`src/rtl/core/ttt_pkg.sv`:
```
package ttt_pkg;

	typedef struct packed {
		logic [7:0] byte_in;
		logic       end_of_template;
	} tok_in_t;

	typedef struct packed {
		logic [1:0]  record_kind;
		logic [2:0]  action_type;
		logic [15:0] span_start;
		logic [15:0] span_end;
		logic [11:0] opener_index;
		logic [3:0]  error_code;
		logic        last_record;
	} tok_rec_t;

	typedef struct packed {
		logic     two;
		tok_rec_t rec1;
		tok_rec_t rec0;
	} tok_bundle_t;

	localparam logic [1:0] REC_TEXT   = 2'd0;
	localparam logic [1:0] REC_ACTION = 2'd1;
	localparam logic [1:0] REC_ERROR  = 2'd2;

	localparam logic [2:0] ACT_TAG      = 3'd0;
	localparam logic [2:0] ACT_UNESC    = 3'd1;
	localparam logic [2:0] ACT_OPEN     = 3'd2;
	localparam logic [2:0] ACT_CLOSE    = 3'd3;
	localparam logic [2:0] ACT_INVERTED = 3'd4;
	localparam logic [2:0] ACT_COMMENT  = 3'd5;
	localparam logic [2:0] ACT_PARTIAL  = 3'd6;
	localparam logic [2:0] KIND_BRACE_UNESC = 3'd7;
	localparam logic [2:0] PREV_NONE        = 3'd7;

	localparam logic [3:0] ERR_BAD_START    = 4'd0;
	localparam logic [3:0] ERR_UNCLOSED     = 4'd1;
	localparam logic [3:0] ERR_STRAY_CLOSE  = 4'd2;
	localparam logic [3:0] ERR_MISMATCH     = 4'd3;
	localparam logic [3:0] ERR_COMMENT      = 4'd4;
	localparam logic [3:0] ERR_UNESC        = 4'd5;
	localparam logic [3:0] ERR_DELIMITER    = 4'd6;
	localparam logic [3:0] ERR_UNTERMINATED = 4'd7;
	localparam logic [3:0] ERR_INV_CONTENT  = 4'd8;
	localparam logic [3:0] ERR_NAME_LONG    = 4'd9;
	localparam logic [3:0] ERR_OVERFLOW     = 4'd10;

	localparam logic [7:0] CH_LBRACE = 8'h7B;
	localparam logic [7:0] CH_RBRACE = 8'h7D;
	localparam logic [7:0] CH_HASH   = 8'h23;
	localparam logic [7:0] CH_CARET  = 8'h5E;
	localparam logic [7:0] CH_GT     = 8'h3E;
	localparam logic [7:0] CH_AMP    = 8'h26;
	localparam logic [7:0] CH_SLASH  = 8'h2F;
	localparam logic [7:0] CH_BANG   = 8'h21;
	localparam logic [7:0] CH_EQ     = 8'h3D;
	localparam logic [7:0] CH_UNDER  = 8'h5F;
	localparam logic [7:0] CH_DOT    = 8'h2E;

	function automatic logic is_space(input logic [7:0] c);
		return (c == 8'h20) || (c >= 8'h09 && c <= 8'h0D);
	endfunction

	function automatic logic is_alpha(input logic [7:0] c);
		return (c >= 8'h61 && c <= 8'h7A) || (c >= 8'h41 && c <= 8'h5A);
	endfunction

	function automatic logic is_digit(input logic [7:0] c);
		return c >= 8'h30 && c <= 8'h39;
	endfunction

endpackage

```
`src/rtl/core/template_tag_tokenizer_top.sv`:
```
// Channel   Direction  Handshake                     Payload
// byte      in         byte_valid / byte_stall       byte_req (tok_in_t)
// rec       out        rec_valid / rec_stall         rec (tok_rec_t)
//
// One template byte is taken per cycle; the front scanner stalls only while its two-entry
// request queue to the record stage is full.
// Records leave one per cycle while rec_stall is low; of a byte that yields two records, the second
// waits in a pending register. A record passes through a queue entry and the output register to rec.
// Reset clears all control state; the section name and entry memories are not cleared.
module template_tag_tokenizer_top import ttt_pkg::*; #(
	parameter int STACK_DEPTH = 8,
	parameter int NAME_MAX    = 32,
	parameter int POS_BITS    = 16,
	parameter int ACTION_BITS = 12
) (
	input  logic     clk,
	input  logic     arst_n,
	input  logic     byte_valid,
	output logic     byte_stall,
	input  tok_in_t  byte_req,
	output logic     rec_valid,
	input  logic     rec_stall,
	output tok_rec_t rec
);

	logic        acc, push, pop, not_empty, full;
	tok_bundle_t bundle, head;

	assign byte_stall = full;
	assign acc        = byte_valid && !full;

	ttt_front #(
		.STACK_DEPTH (STACK_DEPTH),
		.NAME_MAX    (NAME_MAX),
		.POS_BITS    (POS_BITS),
		.ACTION_BITS (ACTION_BITS)
	) u_front (
		.clk    (clk),
		.arst_n (arst_n),
		.acc    (acc),
		.item   (byte_req),
		.push   (push),
		.bundle (bundle)
	);

	ttt_queue u_queue (
		.clk       (clk),
		.arst_n    (arst_n),
		.push      (push),
		.push_data (bundle),
		.pop       (pop),
		.head      (head),
		.not_empty (not_empty),
		.full      (full)
	);

	ttt_back u_back (
		.clk       (clk),
		.arst_n    (arst_n),
		.head      (head),
		.not_empty (not_empty),
		.pop       (pop),
		.rec_valid (rec_valid),
		.rec_stall (rec_stall),
		.rec       (rec)
	);

endmodule

```
`src/rtl/core/ttt_ram.sv`:
```
module ttt_ram #(
	parameter int WIDTH = 8,
	parameter int DEPTH = 16
) (
	input  logic                                  clk,
	input  logic                                  wr_en,
	input  logic [(DEPTH > 1 ? $clog2(DEPTH) : 1)-1:0] wr_addr,
	input  logic [WIDTH-1:0]                      wr_data,
	input  logic [(DEPTH > 1 ? $clog2(DEPTH) : 1)-1:0] rd_addr,
	output logic [WIDTH-1:0]                      rd_data
);

	logic [WIDTH-1:0] mem_q [DEPTH];
	logic [WIDTH-1:0] rd_data_q;

	always_ff @(posedge clk) begin
		if (wr_en) begin
			mem_q[wr_addr] <= wr_data;
		end
		rd_data_q <= mem_q[rd_addr];
	end

	assign rd_data = rd_data_q;

endmodule

```
`src/rtl/core/ttt_front.sv`:
```
module ttt_front import ttt_pkg::*; #(
	parameter int STACK_DEPTH = 8,
	parameter int NAME_MAX    = 32,
	parameter int POS_BITS    = 16,
	parameter int ACTION_BITS = 12
) (
	input  logic        clk,
	input  logic        arst_n,
	input  logic        acc,
	input  tok_in_t     item,
	output logic        push,
	output tok_bundle_t bundle
);

	localparam int LW     = $clog2(NAME_MAX + 2);
	localparam int DW     = $clog2(STACK_DEPTH + 1);
	localparam int SA     = (STACK_DEPTH > 1) ? $clog2(STACK_DEPTH) : 1;
	localparam int NI     = (NAME_MAX > 1) ? $clog2(NAME_MAX) : 1;
	localparam int NDEPTH = STACK_DEPTH * NAME_MAX;
	localparam int NA     = (NDEPTH > 1) ? $clog2(NDEPTH) : 1;
	localparam int EW     = LW + ACTION_BITS;

	localparam logic [3:0] PH_TEXT     = 4'd0;
	localparam logic [3:0] PH_BRACE    = 4'd1;
	localparam logic [3:0] PH_LEAD     = 4'd2;
	localparam logic [3:0] PH_PRENAME  = 4'd3;
	localparam logic [3:0] PH_NAME     = 4'd4;
	localparam logic [3:0] PH_POSTNAME = 4'd5;
	localparam logic [3:0] PH_CLOSE2   = 4'd6;
	localparam logic [3:0] PH_CLOSE3   = 4'd7;
	localparam logic [3:0] PH_COMMENT  = 4'd8;
	localparam logic [3:0] PH_COMMENT2 = 4'd9;
	localparam logic [3:0] PH_DRAIN    = 4'd10;

	logic [POS_BITS-1:0]    pos_q, pos_n, frag_q, frag_n, nstart_q, nstart_n;
	logic [3:0]             phase_q, phase_n;
	logic [2:0]             kind_q, kind_n, prev_q, prev_n;
	logic [LW-1:0]          nlen_q, nlen_n;
	logic [DW-1:0]          depth_q, depth_n;
	logic [ACTION_BITS-1:0] act_q, act_n;
	logic                   mism_q, mism_n;

	logic [3:0]    phase_d;
	logic [LW-1:0] nlen_d;
	logic [DW-1:0] depth_d;
	logic [SA-1:0] top_d;
	logic [NI-1:0] ridx;

	logic          nwr_en, lwr_en;
	logic [NA-1:0] nwr_addr, nrd_addr;
	logic [7:0]    rd_name;
	logic [EW-1:0] rd_ent;
	logic [LW-1:0] rd_len;
	logic [ACTION_BITS-1:0] rd_idx;
	logic [LW-1:0] aidx;

	function automatic tok_rec_t mk_rec(input logic [1:0] k, input logic [2:0] t,
		input logic [15:0] s, input logic [15:0] e, input logic [11:0] o,
		input logic [3:0] ec, input logic lst);
		tok_rec_t r;
		r.record_kind  = k;
		r.action_type  = t;
		r.span_start   = s;
		r.span_end     = e;
		r.opener_index = o;
		r.error_code   = ec;
		r.last_record  = lst;
		return r;
	endfunction

	assign rd_len = rd_ent[EW-1:ACTION_BITS];
	assign rd_idx = rd_ent[ACTION_BITS-1:0];

	always_comb begin
		logic [7:0]          c;
		logic                drained, app, app_first, fin, fail;
		logic [3:0]          fcode;
		logic [2:0]          ftype;
		logic [POS_BITS-1:0] fe, endp;
		tok_rec_t            recs [2];
		logic [1:0]          cnt;

		c         = item.byte_in;
		drained   = (phase_q == PH_DRAIN);
		app       = 1'b0;
		app_first = 1'b0;
		fin       = 1'b0;
		fail      = 1'b0;
		fcode     = ERR_BAD_START;
		ftype     = ACT_TAG;
		fe        = frag_q;
		endp      = pos_q + POS_BITS'(1);
		recs[0]   = '0;
		recs[1]   = '0;
		cnt       = 2'd0;
		aidx      = '0;
		nwr_en    = 1'b0;
		lwr_en    = 1'b0;

		pos_n    = pos_q;
		frag_n   = frag_q;
		phase_n  = phase_q;
		kind_n   = kind_q;
		nstart_n = nstart_q;
		nlen_n   = nlen_q;
		depth_n  = depth_q;
		act_n    = act_q;
		prev_n   = prev_q;
		mism_n   = mism_q;

		unique case (phase_q)
			PH_TEXT: begin
				if (c == CH_LBRACE) begin
					phase_n = PH_BRACE;
				end
			end
			PH_BRACE: begin
				if (c == CH_LBRACE) begin
					recs[0] = mk_rec(REC_TEXT, ACT_TAG, 16'(frag_q),
						16'(pos_q - POS_BITS'(1)), 12'd0, ERR_BAD_START, 1'b0);
					cnt = 2'd1;
					phase_n = PH_LEAD;
				end else begin
					phase_n = PH_TEXT;
				end
			end
			PH_LEAD: begin
				if (!is_space(c)) begin
					priority if (c == CH_HASH) begin
						kind_n = ACT_OPEN;
						phase_n = PH_PRENAME;
					end else if (c == CH_CARET) begin
						kind_n = ACT_INVERTED;
						phase_n = PH_PRENAME;
					end else if (c == CH_GT) begin
						kind_n = ACT_PARTIAL;
						phase_n = PH_PRENAME;
					end else if (c == CH_AMP) begin
						kind_n = ACT_UNESC;
						phase_n = PH_PRENAME;
					end else if (c == CH_LBRACE) begin
						kind_n = KIND_BRACE_UNESC;
						phase_n = PH_PRENAME;
					end else if (c == CH_SLASH) begin
						if (depth_q == '0) begin
							fail = 1'b1;
							fcode = ERR_STRAY_CLOSE;
						end else begin
							kind_n = ACT_CLOSE;
							phase_n = PH_PRENAME;
						end
					end else if (c == CH_BANG) begin
						kind_n = ACT_COMMENT;
						nstart_n = pos_q + POS_BITS'(1);
						phase_n = PH_COMMENT;
					end else if (c == CH_EQ) begin
						fail = 1'b1;
						fcode = ERR_DELIMITER;
					end else begin
						kind_n = ACT_TAG;
						if (is_alpha(c) || c == CH_UNDER) begin
							app = 1'b1;
							app_first = 1'b1;
						end else begin
							fail = 1'b1;
							fcode = ERR_BAD_START;
						end
					end
				end
			end
			PH_PRENAME: begin
				if (!is_space(c)) begin
					if (is_alpha(c) || c == CH_UNDER) begin
						app = 1'b1;
						app_first = 1'b1;
					end else begin
						fail = 1'b1;
						fcode = ERR_BAD_START;
					end
				end
			end
			PH_NAME: begin
				if (is_alpha(c) || is_digit(c) || c == CH_UNDER ||
					(kind_q == ACT_PARTIAL && (c == CH_SLASH || c == CH_DOT))) begin
					app = 1'b1;
				end else begin
					frag_n = pos_q;
					priority if (is_space(c)) begin
						phase_n = PH_POSTNAME;
					end else if (c == CH_RBRACE) begin
						phase_n = PH_CLOSE2;
					end else begin
						fail = 1'b1;
						fcode = ERR_UNCLOSED;
					end
				end
			end
			PH_POSTNAME: begin
				if (!is_space(c)) begin
					if (c == CH_RBRACE) begin
						phase_n = PH_CLOSE2;
					end else begin
						fail = 1'b1;
						fcode = ERR_UNCLOSED;
					end
				end
			end
			PH_CLOSE2: begin
				priority if (c != CH_RBRACE) begin
					fail = 1'b1;
					fcode = ERR_UNCLOSED;
				end else if (kind_q == KIND_BRACE_UNESC) begin
					phase_n = PH_CLOSE3;
				end else begin
					fin = 1'b1;
				end
			end
			PH_CLOSE3: begin
				if (c == CH_RBRACE) begin
					fin = 1'b1;
				end else begin
					fail = 1'b1;
					fcode = ERR_UNESC;
				end
			end
			PH_COMMENT: begin
				if (c == CH_RBRACE) begin
					phase_n = PH_COMMENT2;
				end
			end
			PH_COMMENT2: begin
				if (c == CH_RBRACE) begin
					fin = 1'b1;
				end else begin
					phase_n = PH_COMMENT;
				end
			end
			default: begin
				phase_n = PH_DRAIN;
			end
		endcase

		if (app) begin
			aidx = app_first ? '0 : nlen_q;
			if (app_first) begin
				nstart_n = pos_q;
				nlen_n = LW'(1);
				phase_n = PH_NAME;
			end else if (nlen_q <= LW'(NAME_MAX)) begin
				nlen_n = nlen_q + LW'(1);
			end
			if ((kind_n == ACT_OPEN || kind_n == ACT_INVERTED) && aidx < LW'(NAME_MAX) &&
				depth_q < DW'(STACK_DEPTH)) begin
				nwr_en = 1'b1;
			end
			if (kind_n == ACT_CLOSE && aidx < LW'(NAME_MAX)) begin
				mism_n = (app_first ? 1'b0 : mism_q) | (c != rd_name);
			end else if (app_first) begin
				mism_n = 1'b0;
			end
		end

		if (fin) begin
			ftype = (kind_q == KIND_BRACE_UNESC) ? ACT_UNESC : kind_q;
			fe = (ftype == ACT_COMMENT) ? pos_q - POS_BITS'(1) : frag_q;
			priority if (ftype == ACT_CLOSE && depth_q == '0) begin
				fail = 1'b1;
				fcode = ERR_STRAY_CLOSE;
			end else if (ftype == ACT_CLOSE &&
				(nlen_q > LW'(NAME_MAX) || nlen_q != rd_len || mism_q)) begin
				fail = 1'b1;
				fcode = ERR_MISMATCH;
			end else if ((ftype == ACT_OPEN || ftype == ACT_INVERTED) &&
				nlen_q > LW'(NAME_MAX)) begin
				fail = 1'b1;
				fcode = ERR_NAME_LONG;
			end else if ((ftype == ACT_OPEN || ftype == ACT_INVERTED) &&
				depth_q >= DW'(STACK_DEPTH)) begin
				fail = 1'b1;
				fcode = ERR_OVERFLOW;
			end else if (prev_q == ACT_INVERTED && ftype != ACT_CLOSE) begin
				fail = 1'b1;
				fcode = ERR_INV_CONTENT;
			end else begin
				recs[cnt[0]] = mk_rec(REC_ACTION, ftype, 16'(nstart_q), 16'(fe),
					(ftype == ACT_CLOSE) ? 12'(rd_idx) : 12'd0, ERR_BAD_START, 1'b0);
				cnt = cnt + 2'd1;
				if (ftype == ACT_OPEN || ftype == ACT_INVERTED) begin
					lwr_en = 1'b1;
					depth_n = depth_q + DW'(1);
				end else if (ftype == ACT_CLOSE) begin
					depth_n = depth_q - DW'(1);
				end
				prev_n = ftype;
				act_n = act_q + ACTION_BITS'(1);
				frag_n = pos_q + POS_BITS'(1);
				phase_n = PH_TEXT;
			end
		end

		if (fail) begin
			recs[cnt[0]] = mk_rec(REC_ERROR, ACT_TAG, 16'(pos_q), 16'(pos_q + POS_BITS'(1)),
				12'd0, fcode, 1'b1);
			cnt = cnt + 2'd1;
			phase_n = PH_DRAIN;
		end

		if (phase_n == PH_DRAIN && !drained) begin
			pos_n = pos_q + POS_BITS'(1);
		end else if (!item.end_of_template) begin
			pos_n = pos_q + POS_BITS'(1);
		end else if (!drained) begin
			fail = 1'b0;
			unique case (phase_n)
				PH_TEXT, PH_BRACE: begin
					if (depth_n != '0) begin
						fail = 1'b1;
						fcode = ERR_UNTERMINATED;
					end else if (frag_n != endp) begin
						recs[cnt[0]] = mk_rec(REC_TEXT, ACT_TAG, 16'(frag_n), 16'(endp),
							12'd0, ERR_BAD_START, 1'b0);
						cnt = cnt + 2'd1;
					end
				end
				PH_LEAD, PH_PRENAME: begin
					fail = 1'b1;
					fcode = ERR_BAD_START;
				end
				PH_CLOSE3: begin
					fail = 1'b1;
					fcode = ERR_UNESC;
				end
				PH_COMMENT, PH_COMMENT2: begin
					fail = 1'b1;
					fcode = ERR_COMMENT;
				end
				default: begin
					fail = 1'b1;
					fcode = ERR_UNCLOSED;
				end
			endcase
			if (fail) begin
				recs[cnt[0]] = mk_rec(REC_ERROR, ACT_TAG, 16'(pos_q),
					16'(pos_q + POS_BITS'(1)), 12'd0, fcode, 1'b1);
				cnt = cnt + 2'd1;
			end
			if (cnt == 2'd2) begin
				recs[1].last_record = 1'b1;
			end else if (cnt == 2'd1) begin
				recs[0].last_record = 1'b1;
			end
		end

		if (item.end_of_template) begin
			pos_n    = '0;
			frag_n   = '0;
			phase_n  = PH_TEXT;
			kind_n   = ACT_TAG;
			nstart_n = '0;
			nlen_n   = '0;
			depth_n  = '0;
			act_n    = '0;
			prev_n   = PREV_NONE;
			mism_n   = 1'b0;
		end

		push        = acc && (cnt != 2'd0);
		bundle.rec0 = recs[0];
		bundle.rec1 = recs[1];
		bundle.two  = (cnt == 2'd2);
	end

	assign phase_d = acc ? phase_n : phase_q;
	assign nlen_d  = acc ? nlen_n : nlen_q;
	assign depth_d = acc ? depth_n : depth_q;
	assign top_d   = (depth_d == '0) ? '0 : SA'(depth_d - DW'(1));
	assign ridx    = (phase_d == PH_NAME && nlen_d < LW'(NAME_MAX)) ? nlen_d[NI-1:0] : '0;

	assign nrd_addr = NA'(top_d) * NA'(NAME_MAX) + NA'(ridx);
	assign nwr_addr = NA'(depth_q[SA-1:0]) * NA'(NAME_MAX) + NA'(aidx[NI-1:0]);

	ttt_ram #(.WIDTH(8), .DEPTH(NDEPTH)) u_names (
		.clk     (clk),
		.wr_en   (acc && nwr_en),
		.wr_addr (nwr_addr),
		.wr_data (item.byte_in),
		.rd_addr (nrd_addr),
		.rd_data (rd_name)
	);

	ttt_ram #(.WIDTH(EW), .DEPTH(STACK_DEPTH)) u_entries (
		.clk     (clk),
		.wr_en   (acc && lwr_en),
		.wr_addr (depth_q[SA-1:0]),
		.wr_data ({nlen_q, act_q}),
		.rd_addr (top_d),
		.rd_data (rd_ent)
	);

	always_ff @(posedge clk or negedge arst_n) begin
		if (!arst_n) begin
			pos_q    <= '0;
			frag_q   <= '0;
			phase_q  <= PH_TEXT;
			kind_q   <= ACT_TAG;
			nstart_q <= '0;
			nlen_q   <= '0;
			depth_q  <= '0;
			act_q    <= '0;
			prev_q   <= PREV_NONE;
			mism_q   <= 1'b0;
		end else if (acc) begin
			pos_q    <= pos_n;
			frag_q   <= frag_n;
			phase_q  <= phase_n;
			kind_q   <= kind_n;
			nstart_q <= nstart_n;
			nlen_q   <= nlen_n;
			depth_q  <= depth_n;
			act_q    <= act_n;
			prev_q   <= prev_n;
			mism_q   <= mism_n;
		end
	end

endmodule

```
`src/rtl/core/ttt_queue.sv`:
```
module ttt_queue import ttt_pkg::*; (
	input  logic        clk,
	input  logic        arst_n,
	input  logic        push,
	input  tok_bundle_t push_data,
	input  logic        pop,
	output tok_bundle_t head,
	output logic        not_empty,
	output logic        full
);

	tok_bundle_t ent_q [2];
	logic        wr_ptr_q, rd_ptr_q;
	logic [1:0]  cnt_q;

	assign head      = ent_q[rd_ptr_q];
	assign not_empty = (cnt_q != 2'd0);
	assign full      = (cnt_q == 2'd2);

	always_ff @(posedge clk) begin
		if (push && !full) begin
			ent_q[wr_ptr_q] <= push_data;
		end
	end

	always_ff @(posedge clk or negedge arst_n) begin
		if (!arst_n) begin
			wr_ptr_q <= 1'b0;
			rd_ptr_q <= 1'b0;
			cnt_q    <= 2'd0;
		end else begin
			if (push && !full) begin
				wr_ptr_q <= !wr_ptr_q;
			end
			if (pop && not_empty) begin
				rd_ptr_q <= !rd_ptr_q;
			end
			cnt_q <= cnt_q + 2'(push && !full) - 2'(pop && not_empty);
		end
	end

endmodule

```
`src/rtl/core/ttt_back.sv`:
```
module ttt_back import ttt_pkg::*; (
	input  logic        clk,
	input  logic        arst_n,
	input  tok_bundle_t head,
	input  logic        not_empty,
	output logic        pop,
	output logic        rec_valid,
	input  logic        rec_stall,
	output tok_rec_t    rec
);

	tok_rec_t out_q, pend_q;
	logic     out_valid_q, pend_valid_q;
	logic     load;

	assign load      = !out_valid_q || !rec_stall;
	assign pop       = load && !pend_valid_q && not_empty;
	assign rec_valid = out_valid_q;
	assign rec       = out_q;

	always_ff @(posedge clk) begin
		if (load) begin
			if (pend_valid_q) begin
				out_q <= pend_q;
			end else if (not_empty) begin
				out_q  <= head.rec0;
				pend_q <= head.rec1;
			end
		end
	end

	always_ff @(posedge clk or negedge arst_n) begin
		if (!arst_n) begin
			out_valid_q  <= 1'b0;
			pend_valid_q <= 1'b0;
		end else if (load) begin
			if (pend_valid_q) begin
				out_valid_q  <= 1'b1;
				pend_valid_q <= 1'b0;
			end else begin
				out_valid_q  <= not_empty;
				pend_valid_q <= not_empty && head.two;
			end
		end
	end

endmodule

```
`config.mk`:
```
export PLATFORM = sky130hd
export DESIGN_NAME = template_tag_tokenizer_top
export DESIGN_NICKNAME = d
export VERILOG_FILES = /design/src/rtl/core/ttt_pkg.sv /design/src/rtl/core/template_tag_tokenizer_top.sv /design/src/rtl/core/ttt_ram.sv /design/src/rtl/core/ttt_front.sv /design/src/rtl/core/ttt_queue.sv /design/src/rtl/core/ttt_back.sv
export SDC_FILE = /design/constraint.sdc
export NUM_CORES = 2
export LEC_CHECK = 0
export BUFFER_PORTS_ARGS = -buffer_cell sky130_fd_sc_hd__buf_2
export CAP_MARGIN = 10
export CORE_ASPECT_RATIO = 1.2
export CORE_MARGIN = 4
export CORE_UTILIZATION = 45
export CTS_BUF_LIST = sky130_fd_sc_hd__clkbuf_2 sky130_fd_sc_hd__clkbuf_4 sky130_fd_sc_hd__clkbuf_8
export DETAILED_ROUTE_END_ITERATION = 10
export HOLD_SLACK_MARGIN = 0.1
export PLACE_DENSITY_LB_ADDON = 0.2
export SYNTH_ARGS = -nofsm -noshare
export SYNTH_HDL_FRONTEND = slang
export SYNTH_SLANG_ARGS = --single-unit
```
`constraint.sdc`:
```
create_clock -name clk -period 15.8 [get_ports clk]
set_clock_uncertainty 0.15 [all_clocks]
set_input_delay 3.16 -clock clk [delete_from_list [all_inputs] [get_ports clk]]
set_output_delay 3.16 -clock clk [all_outputs]
set_load 0.01 [all_outputs]
```
Yosys cells after proc, flatten, opt, wreduce, memory -nomap -nowiden
Memories as Yosys holds them, arrays and structs flattened. A register that Yosys moved wholly into a read port is not among the register bits.
Index checks and enable logic that the tools add are counted.
{"block": "word_totals", "ff_bits": 195, "romBits": 0, "latch_bits": 0, "output_inout_bits": 56, "ramBits": 2410, "elab_cells": 448, "n_memories": 3}
{"block": "classes", "eq_ne": 54, "n_mul": 0, "shifts": 0, "mux": 253, "n_bitwise": 6, "n_addsub": 15, "reduce_logical": 66, "n_lt_le_gt_ge": 22, "n_div": 0}
{"memory": "u_front.u_names.mem_q", "words": 256, "width": 8, "read_ports": 1, "rd_clocked_by_memory_dff": 1, "wr": 1, "line": "ttt_ram.sv:13", "rtl": "logic [WIDTH-1:0] mem_q [DEPTH];"}
{"memory": "u_queue.ent_q", "words": 2, "width": 109, "read_ports": 1, "rd_clocked_by_memory_dff": 0, "wr": 1, "line": "ttt_queue.sv:12", "rtl": "tok_bundle_t ent_q [2];"}
{"memory": "u_front.u_entries.mem_q", "words": 8, "width": 18, "read_ports": 1, "rd_clocked_by_memory_dff": 1, "wr": 1, "line": "ttt_ram.sv:13"}
{"operator": "108-bit two-way mux", "count": 17}
{"operator": "108-bit bitwise mux", "count": 4}
{"operator": "54-bit two-way mux", "count": 7}
{"operator": "16-bit two-way mux", "count": 23}
{"operator": "4-bit two-way mux", "count": 59}
{"operator": "54-bit demux with 1-bit select", "count": 4}
{"operator": "12-bit two-way mux", "count": 8}
{"operator": "1-bit two-way mux", "count": 69}
{"operator": "3-bit two-way mux", "count": 23}
{"operator": "8-bit by 6-bit == test with 1-bit output (second input constant)", "count": 8}
{"operator": "49-bit two-way mux", "count": 1}
{"operator": "2-bit two-way mux", "count": 23}
{"operator": "6-bit two-way mux", "count": 6}
{"operator": "4-bit case mux with 9 select lines", "count": 1}
{"operator": "8-bit by 7-bit == test with 1-bit output (second input constant)", "count": 4}
{"operator": "1-bit logical AND", "count": 28}
{"operator": "4-bit by 3-bit == test with 1-bit output (second input constant)", "count": 6}
{"operator": "4-bit == test (second input constant)", "count": 6}
{"operator": "4-bit case mux with 5 select lines", "count": 1}
{"operator": "3-bit == test (second input constant)", "count": 6}
{"operator": "16-bit by 1-bit adder with 16-bit output (second input constant)", "count": 1}
{"operator": "8-bit by 5-bit adder with 8-bit output", "count": 2}
{"operator": "4-bit by 2-bit == test with 1-bit output (second input constant)", "count": 4}
{"operator": "8-bit by 7-bit >= comparator with 1-bit output (second input constant)", "count": 2}
{"operator": "48 further kinds", "count": 103}

Logic depth before layout (Yosys ltp)
{"block": "depth", "ltp_word": 43, "ltp_mapped": 23, "mapped_depth_nobuf": 18}

Hierarchy
Synthesis repeated with hierarchy kept, for this count alone.
{"block": "hier_totals", "hier_cells": 5702, "area_unflattened_um2": 106383.3}
{"module": "ttt_ram (u_front.u_names)", "instances": 1, "cells_each": 3733, "area_each_um2": 79556.3}
{"module": "ttt_front", "instances": 1, "cells_each": 1192, "area_each_um2": 8623.3}
{"module": "ttt_queue", "instances": 1, "cells_each": 359, "area_each_um2": 8112.8}
{"module": "ttt_ram (u_front.u_entries)", "instances": 1, "cells_each": 239, "area_each_um2": 5964.5}
{"module": "ttt_back", "instances": 1, "cells_each": 178, "area_each_um2": 4112.7}
{"module": "template_tag_tokenizer_top", "instances": 1, "cells_each": 1, "area_each_um2": 13.8}

Least setup slack after synthesis
Ideal clock, no wire load.
{"block": "synth_path", "kind": "input -> register", "from": "input byte_req[2] in the netlist's numbering", "to": "memory u_queue.ent_q[0][0] in the netlist's numbering, enable pin", "required_ns": 14.940, "setup_ns": 0.710, "t_arrival_ns": 13.773, "cell_stages": 12, "slack_ns": 1.167, "path_cell_list": "buf_2 > or4_1 > o21a_1 > a221oi_2 > a21oi_1 > o32a_1 > or4_1 > nor4b_1 > o2111ai_1 > nand2_1 > o22ai_1 > nor3_1"}
{"block": "synth_between", "elab_chain_cells": 43}
{"element": "from (decl)", "line": "template_tag_tokenizer_top.sv:20", "rtl": "input tok_in_t byte_req,"}
{"element": "branches (longest 37 deep; another with 8-bit by 7-bit >= comparator with 1-bit output)"}
{"element": "2-bit two-way mux (*)", "line": "ttt_front.sv:308", "rtl": "if (phase_n == PH_DRAIN && !drained) begin"}
{"element": "2-bit nonzero test (*)", "line": "ttt_front.sv:367", "rtl": "push = acc && (cnt != 2'd0);"}
{"element": "1-bit logical AND (*)", "line": "ttt_front.sv:367"}
{"element": "1-bit logical AND (*)", "line": "ttt_queue.sv:21", "rtl": "if (push && !full) begin"}
{"element": "1-bit two-way mux (*)", "line": "ttt_queue.sv:21"}
{"element": "1-bit two-way mux (implied by the code) (*)", "line": "ttt_queue.sv:22", "rtl": "ent_q[wr_ptr_q] <= push_data;"}
{"element": "to (decl)", "line": "ttt_queue.sv:12"}
Every way passes the cells marked *. The select of a mux whose other input is x is not followed.

Worst setup path after layout
{"block": "layout_path", "from": "input byte_req[5] in the netlist's numbering", "to": "register u_front.u_names.rd_data_q[7] (netlist: u_front.u_names.rd_data[7]) (read register of u_front.u_names.mem_q)"}
{"block": "layout_between", "elab_chain_cells": 30}
{"element": "8-bit by 7-bit >= comparator with 1-bit output or 8-bit by 7-bit <= comparator with 1-bit output (tied branches)", "line": "ttt_pkg.sv:67", "rtl": "return (c >= 8'h61 && c <= 8'h7A) || (c >= 8'h41 && c <= 8'h5A);"}
{"element": "1-bit logical AND", "line": "ttt_pkg.sv:67"}
{"element": "1-bit logical OR", "line": "ttt_pkg.sv:67"}
{"element": "1-bit logical OR", "line": "ttt_front.sv:161, ttt_front.sv:173"}
{"element": "1-bit two-way mux", "line": "ttt_front.sv:161, ttt_front.sv:173"}
{"element": "1-bit two-way mux", "line": "ttt_front.sv:156", "rtl": "end else if (c == CH_EQ) begin"}
{"element": "1-bit two-way mux", "line": "ttt_front.sv:152", "rtl": "end else if (c == CH_BANG) begin"}
{"element": "1-bit two-way mux", "line": "ttt_front.sv:144", "rtl": "end else if (c == CH_SLASH) begin"}
{"element": "[14 not listed]"}
{"element": "4-bit two-way mux", "line": "ttt_front.sv:263", "rtl": "if (fin) begin"}
{"element": "4-bit two-way mux", "line": "ttt_front.sv:301", "rtl": "if (fail) begin"}
{"element": "4-bit two-way mux", "line": "ttt_front.sv:354", "rtl": "if (item.end_of_template) begin"}
{"element": "4-bit two-way mux", "line": "ttt_front.sv:373", "rtl": "assign phase_d = acc ? phase_n : phase_q;"}
{"element": "4-bit by 3-bit == test with 1-bit output", "line": "ttt_front.sv:377", "rtl": "assign ridx = (phase_d == PH_NAME && nlen_d < LW'(NAME_MAX)) ? nlen_d[NI-1:0] : '0;"}
{"element": "1-bit logical AND", "line": "ttt_front.sv:377"}
{"element": "5-bit two-way mux", "line": "ttt_front.sv:377"}
{"element": "8-bit by 5-bit adder with 8-bit output (*)", "line": "ttt_front.sv:379", "rtl": "assign nrd_addr = NA'(top_d) * NA'(NAME_MAX) + NA'(ridx);"}
{"element": "to (decl)", "line": "ttt_ram.sv:14", "rtl": "logic [WIDTH-1:0] rd_data_q;"}
Mark *: on every way between the ends. The rest lies on a longest branch, timed or not.
A chain may end at the register's enable or synchronous reset.

==> run_results.csv <==
group,metric,value,unit
critical_path,critPathSlowestCell,"nor4b_1",
worst_hold_path,hp-class,"register to register",
yosys,ys_warn_count,0,
yosys,synthArstFlopShare,3.31,%
clock_tree,cts_hold_buf,0,
timing,final-hold-violation-count,0,
global_route,antenna_found_initial,12,
yosys,synth_top_family_by_area,"compound AO/OA/AOI/OAI gates",
clock_tree,post_cts_resized,0,
timing,slew_violations,0,
route,finalWirelength,345000,µm
route,firstDrtPassIters,7,
finish,regArea,0.0783,mm²
clock_tree,cts.sinks,2631,
yosys,synth_common_cells,"edfxtp_1 (2518), nand2_1 (1304), nor2_1 (508)",
power_and_ir_drop,pwr-share-comb,13.9,%
floorplanning,core_area,0.240,mm²
finish,fin_area,0.120,mm²
run,max_cap_viol_count,0,
worst_hold_path,min-delay-start,"u_front.nstart_q[14]$_DFFE_PN0P_",
yosys,synth.largest_area_cell,"edfxtp_1",
floorplanning,chipWidth,456,µm
clock_tree,root_buffer,"clkbuf_8",
floorplanning,initial_utilization,45.2,%
clock_tree,htreeDepth,5,
critical_path,r2r_start,"u_front.depth_q[0]$_DFF_PN0_",
finish,areaGrowthSynthToFinish,10.9,%
clock_tree,clkLatencyLatePin,1.01,ns
clock_tree,postCtsSetupRepairBufs,0,
timing,rsz0062_at_grt,"no",
yosys,synth.area.mux_share,4.54,%
power_and_ir_drop,power.switching,4.48,mW
route,ant_nets,0,
yosys,synth_edf_count,2518,
critical_path,path_max_fanout,96,
finish,nets,8074,
yosys,synthFlopType,"edfxtp_1",
floorplanning,num_rows,197,
global_route,grt_util_all_layers,26.9,%
place,dp_slack,4.84,ns
power_and_ir_drop,ir_worst_vdd,0.000122,V
critical_path,path_cells,"buf_8 > nor4b_1 > a21oi_2 > or4b_4 > a2111oi_2 > nor3_4 > o21a_1 > inv_1 > nor4_4 > buf_4 > buf_4 > nand2_1 > o31ai_1 > a211oi_1 > nor3_1 > a21oi_1 > o22ai_1",
global_route,grt_pass1_vias,68619,
floorplanning,dieHeight,546,µm
critical_path,critPathArrivalTime,11.16,ns
clock_tree,clkSlewWorstSetupHoldPaths,0.06,ns
yosys,synthCells,7908,
power_and_ir_drop,p_per_area,133,mW/mm²
route,routed_via_density,6.16,
global_route,grt_overflow,0,
critical_path,startpoint_type,"primary input",
route,vias,71285,
finish,layout-drive-gt1-share,13.2,%
place,port_buffers,68,
yosys,synth-seq-cells,2631,
route,wl_per_cell,29.9,µm
clock_tree,clockBufferDepth,4,
yosys,ys_seq_area_share,72.2,%
yosys,yosys.area_share.simple,9.94,%
timing,min_period_over_period,65.5,%
critical_path,critPathLaunch,"byte_req[5]",
power_and_ir_drop,seqPwrFrac,51.1,%
yosys,yosysTopAreaCellShare,69.7,%
power_and_ir_drop,power_frac_clock,35.1,%
clock_tree,cts_tree,"yes",
power_and_ir_drop,p_int,11.5,mW
timing,worstMarginPinSlew,1.36,ns
floorplanning,dieArea,0.249,mm²
power_and_ir_drop,p_leak,40.7,nW
yosys,synth.area.top_cells,"edfxtp_1 (70%), nand2_1 (4.5%), mux2i_1 (3.2%), dfrtp_1 (1.9%), nor2_1 (1.8%)",
timing,setup_viol_count_final,0,
yosys,synth_compound_area_share,10.3,%
global_route,grt_max_degree,179,
power_and_ir_drop,p_total,16.0,mW
timing,layout_min_cycle_time,10.35,ns
place,dp_hpwl,203000,µm
critical_path,cp.required,16.61,ns
critical_path,crit_path_end_kind,"register",
route,dr.first_iter.drc_count,8936,
power_and_ir_drop,p_sw_share,27.9,%
critical_path,cpMostUsedCell,"buf_4",
yosys,yosysMostFrequentCell,"edfxtp_1",
outcome,status,"finished, final reports clean",
timing,slew_headroom,8.08,%
place,postPlaceCellArea,0.112,mm²
global_route,grt_pass1_wl,494000,µm
yosys,synth.distinct_cells,106,
timing,setup_slack,5.45,ns
yosys,synth_xor_area_share,0.468,%
yosys,syn_area,0.108,mm²
critical_path,critPathKind,"primary input to register",
critical_path,max_stage_delay,1.03,ns
timing,fmax,96.7,MHz
route,drc,0,
yosys,post_synth_fa_ha_maj_area_fraction,0.185,%
place,finalWeightedCongestion,0.920,
yosys,synth_area_per_cell,13.7,µm²
finish,nFillCells,20520,
finish,multiInputGateArea,0.0279,mm²
floorplanning,pin_count,69,
clock_tree,numCtsBuffers,416,
timing,tns,0,ns
[logic make-up after synthesis]
| logic type | count (synthesis) |
|---|---|
| XOR/XNOR | 58 |
| AND/OR/NAND/NOR | 2493 |
| AO/OA/AOI/OAI | 1642 |
| other | 1 |
| multiplexers | 454 |
| buffers and inverters | 613 |
| adder cells (fa/ha/maj) | 16 |
| flip-flops | 2631 |
[power groups by stage]
stage / sequential, mW / combinational [mW] / clock, mW
detailed placement: 8.33 / 2.21 / 0
CTS: 8.19 / 2.22 / 5.70
global route: 8.21 / 2.37 / 6.02
global placement: 8.32 / 2.19 / 0
finish: 8.18 / 2.22 / 5.62
floorplan: 8.33 / 1.31 / 0
[metrics by stage]
stage               std cells  hold WS (ns)  util [%]
finish                  11564         0.361      50.1
global route            11557         0.378      50.1
CTS                     11555         0.360      50.1
detailed placement      10810         0.346      46.8
global placement        10809         0.338      46.8
floorplan                7937         0.306         -
[flip-flops by register name (all words and copies together), names as in the netlist, 6 cells and up]
signal and count:
u_front.u_names.rd_data 8, u_front.u_entries.rd_data 18, u_front.u_entries.mem_q 144, u_front.nstart_q 16, u_front.frag_q 16, u_front.nlen_q 6
u_back.pend_q 54, u_back.rec 54, u_front.pos_q 16, u_front.u_names.mem_q 2048, u_queue.ent_q 218, u_front.act_q 12
[worst paths after layout]
path                                                       to  slack [ns]  cells after the start
setup / recovery           u_front.u_names.rd_data[7]$_DFF_P_        5.45                     17
setup reg to reg           u_front.u_names.rd_data[7]$_DFF_P_        7.11                     19
min in group asynchronous    u_front.nstart_q[12]$_DFFE_PN0P_        2.01                      1
hold / removal               u_front.nstart_q[14]$_DFFE_PN0P_        0.36                      2
max in group asynchronous        u_queue.rd_ptr_q$_DFFE_PN0P_       12.13                      2
hold reg to reg              u_front.nstart_q[14]$_DFFE_PN0P_        0.36                      2
[cells in the final DEF, fill, tap and decap left out, drive strengths merged, types with 33 or more instances in the layout]
cell type and n:
a31oi 129, inv 57, buf 256, a22oi 53, mux2i 351, nand2 1305
clkinv 165, o221ai 35, nor2 509, o21ai 386, a22o 39, dfrtp 84
a221oi 63, o211ai 72, and3 72, edfxtp 2518, mux2 81, a21oi 306
o22ai 33, a32oi 41, clkbuf 557, nand3 284, a211oi 169, nor3 114
[layout make-up]
type                            count  area share (%)
Sequential cell                  2631            65.1
Multi-Input combinational cell   4693            23.2
Clock buffer                      557            5.70
Tap cell                         3184            3.31
Timing Repair Buffer              256            1.62
Clock inverter                    188           0.877
Inverter                           47           0.155
Antenna cell                        8          0.0166
[worst max-delay path, delay by kind of cell]
kind / cells / cell delay, ns
buffers and inverters: 4 / 2.00
AOI/OAI and AO/OA: 7 / 1.90
and+or+nand+nor: 6 / 3.69
[routing by layer]
| metal | wire [µm] | global-route usage, % | part of all wire (%) |
|---|---|---|---|
| met1 | 132000 | 35.1 | 38 |
| met2 | 163000 | 43.1 | 47 |
| met3 | 32900 | 5.61 | 9.5 |
| met4 | 17900 | 12.6 | 5.2 |
| met5 | 130 | 0.308 | 0.038 |
No activity file was read; power rests on OpenSTA's default activity.
